[src/rtl/core/fes_pkg.sv]
package fes_pkg;

   localparam int PIX_W  = 8;
   localparam int LW_W   = 11;
   localparam int OFF_W  = 10;
   localparam int SUM_W  = 11;
   localparam int CSR_W  = 11;

   localparam logic [LW_W-1:0]  LINE_WIDTH_RESET   = LW_W'(320);
   localparam logic [OFF_W-1:0] DECAY_OFFSET_RESET = OFF_W'(4);
   localparam int               LINE_WIDTH_MIN     = 2;

   // floor(x / 5) == (x * RECIP_5) >> RECIP_SHIFT for every x below 256*5
   localparam int RECIP_W     = 14;
   localparam int RECIP_SHIFT = 16;
   localparam logic [RECIP_W-1:0] RECIP_5 = RECIP_W'(13108);

   typedef enum logic [0:0] {
      CSR_LINE_WIDTH   = 1'b0,
      CSR_DECAY_OFFSET = 1'b1
   } fes_csr_type;

   // near: current pixel plus the pixel two back; far: the three pixels one row up
   typedef struct packed {
      logic [PIX_W:0]         near;
      logic [3*PIX_W-1:0]     far;
   } fes_tap_type;

endpackage

[src/rtl/core/fes_decay.sv]
module fes_decay import fes_pkg::*; (
   input  logic               clock,
   input  logic               reset,
   input  logic               in_valid,
   input  fes_tap_type        taps,
   input  logic [OFF_W-1:0]   decay_offset,
   output logic               in_free,
   output logic               rsp_valid,
   input  logic               rsp_ready,
   output logic [PIX_W-1:0]   rsp_heat_out
);

   localparam int PROD_W = SUM_W + RECIP_W;

   logic               s1_valid_ff;
   logic               s1_valid_in;
   logic [SUM_W-1:0]   diff_ff;
   logic [SUM_W-1:0]   diff_in;
   logic [SUM_W-1:0]   sum;
   logic               rsp_valid_ff;
   logic               rsp_valid_in;
   logic [PIX_W-1:0]   heat_ff;
   logic [PROD_W-1:0]  product;
   logic               out_take;

   assign out_take = !rsp_valid_ff || rsp_ready;
   assign in_free  = !s1_valid_ff || out_take;

   assign sum = SUM_W'(taps.near)
              + SUM_W'(taps.far[3*PIX_W-1:2*PIX_W])
              + SUM_W'(taps.far[2*PIX_W-1:PIX_W])
              + SUM_W'(taps.far[PIX_W-1:0]);

   always_comb begin
      if (sum > SUM_W'(decay_offset)) begin
         diff_in = sum - SUM_W'(decay_offset);
      end else begin
         diff_in = '0;
      end
   end

   assign product = PROD_W'(diff_ff) * PROD_W'(RECIP_5);

   assign s1_valid_in  = in_free ? in_valid : s1_valid_ff;
   assign rsp_valid_in = out_take ? s1_valid_ff : rsp_valid_ff;

   always_ff @(posedge clock) begin
      if (reset) begin
         s1_valid_ff  <= 1'b0;
         rsp_valid_ff <= 1'b0;
      end else begin
         s1_valid_ff  <= s1_valid_in;
         rsp_valid_ff <= rsp_valid_in;
      end
   end

   always_ff @(posedge clock) begin
      if (in_free && in_valid) begin
         diff_ff <= diff_in;
      end
      if (out_take && s1_valid_ff) begin
         heat_ff <= product[RECIP_SHIFT +: PIX_W];
      end
   end

   assign rsp_valid    = rsp_valid_ff;
   assign rsp_heat_out = heat_ff;

endmodule

[config.mk]
export PLATFORM = sky130hd
export DESIGN_NAME = fes_decay
export DESIGN_NICKNAME = d
export VERILOG_FILES = /design/src/rtl/core/fes_pkg.sv /design/src/rtl/core/fes_decay.sv
export SDC_FILE = /design/constraint.sdc
export NUM_CORES = 1
export LEC_CHECK = 0
export BUFFER_PORTS_ARGS = -buffer_cell sky130_fd_sc_hd__buf_2
export CAP_MARGIN = 10
export CORE_ASPECT_RATIO = 1.75
export CORE_MARGIN = 2
export CORE_UTILIZATION = 47
export CTS_BUF_LIST = sky130_fd_sc_hd__clkbuf_4
export DETAILED_ROUTE_END_ITERATION = 6
export PLACE_DENSITY = 0.8
export SYNTH_ARGS = -nofsm -noshare
export SYNTH_HDL_FRONTEND = slang
export SYNTH_SLANG_ARGS = --single-unit
export TNS_END_PERCENT = 30
[constraint.sdc]
create_clock -name clock -period 4.88 [get_ports clock]
set_clock_uncertainty 0.2 [all_clocks]
set_input_delay 0.488 -clock clock [delete_from_list [all_inputs] [get_ports clock]]
set_output_delay 0.488 -clock clock [all_outputs]
set_load 0.02 [all_outputs]
==> impl_metrics.json <==
{
  "slew_violations": 0,
  "whs_ns": 0.124,
  "diodes": 0,
  "syn_inst": 432,
  "rsz0062_at_grt": "true",
  "drive_above_1_share_pct": 24.2,
  "period_needed_ns": 4.98,
  "path_cells": "inv_1 -> ha_1 -> inv_2 -> fa_1 -> fa_1 -> inv_1 -> fa_1 -> fa_1 -> inv_2 -> ha_4 -> nand4_1 -> or3_1 -> o31a_1 -> a311oi_4 -> and4_1 -> nor3_2",
  "synthFlopType": "edfxtp_1",
  "criticalPathCategory": "reg -> reg",
  "dr.first_iter.drc_count": 116,
  "cts.htree.levels": 1,
  "tightest_slew_ns": 0.694,
  "status": "finished, violations left",
  "slowest_stage": "fa_1",
  "worstSetupStartpointType": "register",
  "violations": "setup timing",
  "synth.distinct_cells": 47,
  "min_from": "reset",
  "place_congestion": 0.925,
  "antenna_found_initial": 0,
  "io_pins": 57,
  "drv_cap": 0,
  "cts_buffer_depth": 2,
  "period_share_pct": 102,
  "worstHoldPathCells": 2,
  "wl_met3_um": 228,
  "hold_path.class": "in -> reg",
  "grt_use_total_pct": 19.4,
  "grt_pass1_vias": 3512,
  "routed.top_layer": "met4",
  "synth_top_area_share_pct": 25.4,
  "gr-total-overflow": 0,
  "cts_made_buffers": 3,
  "setup_viol": 3,
  "floorplan.initialDensity_pct": 47.8,
  "nNetsFinal": 709,
  "worstPathRequired_ns": 4.76,
  "nFillCells": 732,
  "wl_met1_um": 2810,
  "avgSynthCellArea_um2": 9.47,
  "die_w_um": 74.5,
  "cts_hold_buffers": 0,
  "reg2reg_depth": 16,
  "netlist_area_mm2": 0.00409,
  "synth_common_cells": "inv_1, ha_1, fa_1",
  "dieArea_mm2": 0.00949,
  "synth.top_cells.by_area": "ha_1, fa_1, edfxtp_1, inv_1, a21oi_1",
  "cts_root_buffer": "clkbuf_4",
  "met2_wirelength_um": 5480,
  "area_growth_pct": 22.2,
  "multi_input_area_mm2": 0.00318,
  "die_h_um": 127,
  "fp-row-count": 45,
  "layout_setup_ws_ns": -0.0959,
  "ant_nets": 0,
  "vias_per_cell": 5.13,
  "timing.fmax_ghz": 0.201,
  "cts_tree": "built",
  "r2r-start": "diff_ff[9]",
  "ys_warn_count": 0,
  "end_kind": "register",
  "synth_nets": 610,
  "clk_pin_slew_worst_paths_ns": 0.13,
  "area.sequential_um2": 611,
  "detailedRoute.firstPassIterationCount": 4,
  "synthArstFlopShare_pct": 0,
  "min_to": "rsp_valid",
  "maxSlewHeadroom_pct": 53.6,
  "clock-sinks": 21,
  "synth_area_leader_cell": "ha_1",
  "grt_pass1_wl_um": 14400,
  "reg2reg_slack_ns": -0.1,
  "clock_latency_ns": 0.32,
  "vias": 3316,
  "synth_seq_cells": 21,
  "arrival_ns": 4.85,
  "grt_max_degree": 13,
  "yosys.cell_count.top_type": "inv_1",
  "numPortBuffers": 56,
  "drc_errors": 0,
  "finalHoldViolCount": 0,
  "core_mm2": 0.00856,
  "r2r_end": "rsp_heat_out[7]",
  "routed_wl_um": 8900,
  "cpMostUsedCell": "fa_1",
  "path_buf_inv": 4,
  "ys_seq_area_share_pct": 14.9,
  "cp_max_fo": 4,
  "cpLargestDelayFamily": "adder cells",
  "wire_per_inst_um": 13.8,
  "dpl.hpwl_um": 7800,
  "synth-edff-count": 19,
  "cp_slowest_stage_delay_ns": 0.53
}
==> timing repair <==
| item | 4_1_cts | 5_1_grt |
|---|---|---|
| gates resized for setup | 2 | 14 |
| gates cloned | 0 | 0 |
| setup endpoints to repair | 3 | 16 |
| pin swaps | 5 | 11 |
| buffers inserted | 1 | 4 |
==> per-layer routing <==
metal | global-route usage (%) | up-vias
met5 | 0 | -
met1 | 16.5 | 1575
met3 | 1.50 | 30
li1 | - | 1624
met2 | 41.0 | 87
met4 | 8.82 | 0
==> metrics by stage <==
stage | setup slack (ns) | std cells | TNS [ns] | utilization (%) | instance area, um^2
global route | -0.319 | 647 | -0.995 | 58.4 | 5000
global placement | -0.205 | 638 | -1.93 | 56.7 | 4850
detailed placement | -0.318 | 638 | -3.43 | 56.7 | 4850
CTS | -0.126 | 643 | -0.265 | 57.3 | 4910
finish | -0.0959 | 647 | -0.175 | 58.4 | 5000
floorplan | -0.0316 | 432 | -0.0344 | - | 4180
==> state kept, by name, summed over array words and instances, names as in the netlist <==
signal,count
rsp_valid,1
s1_valid_ff,1
rsp_heat_out,8
diff_ff,11
==> layout by cell type (no fill, tap or decap), drive strengths merged, types with 7 or more instances in the layout <==
| cell type | Yosys | routed |
|---|---|---|
| o21ai | 12 | 12 |
| fa | 48 | 48 |
| nor2 | 22 | 22 |
| a211oi | 8 | 8 |
| a21oi | 22 | 22 |
| xor2 | 7 | 7 |
| edfxtp | 19 | 19 |
| xnor2 | 11 | 11 |
| inv | 121 | 121 |
| buf | 1 | 95 |
| ha | 83 | 83 |
| nand2 | 10 | 10 |
==> worst register-to-register path, cell delays in order (launching register included) <==
cell and delay, ns:
edfxtp_1 0.44, inv_1 0.07, ha_1 0.28, inv_2 0.04, fa_1 0.47, fa_1 0.50
inv_1 0.05, fa_1 0.47, fa_1 0.53, inv_2 0.04, ha_4 0.25, nand4_1 0.09
or3_1 0.37, o31a_1 0.29, a311oi_4 0.34, and4_1 0.26, nor3_2 0.04
==> cell type report <==
cell class	instances	area share, %
clock buffers	3	0.451
repair buffers	95	11.5
flip-flops and latches	21	12.2
clock inverters	1	0.100
inverters	121	9.09
multi-input cells	289	63.7
well taps	117	2.93
==> worst max-delay path by stage <==
stage	start	to	cells past startpoint
3_3_place_gp	taps[1]	diff_ff[0]	20
5_1_grt	diff_ff[9]	rsp_heat_out[7]	16
3_5_place_dp	taps[1]	diff_ff[4]	20
4_1_cts	diff_ff[9]	rsp_heat_out[7]	16
6_report	diff_ff[9]	rsp_heat_out[7]	16
2_1_floorplan	diff_ff[9]	rsp_heat_out[7]	16
==> cell families after synthesis <==
logic type	after synthesis	share of synthesized area [%]
AND/OR/NAND/NOR	62	7.77
flip-flops	21	14.9
adder cells (fa/ha/maj)	131	48.9
buffers and inverters	122	11.2
AO/OA/AOI/OAI	78	13.3
XOR/XNOR	18	3.86
Power is left out: the tool's default activity adds up to more than one toggle a clock period on the data nets, which glitch-free logic cannot reach.
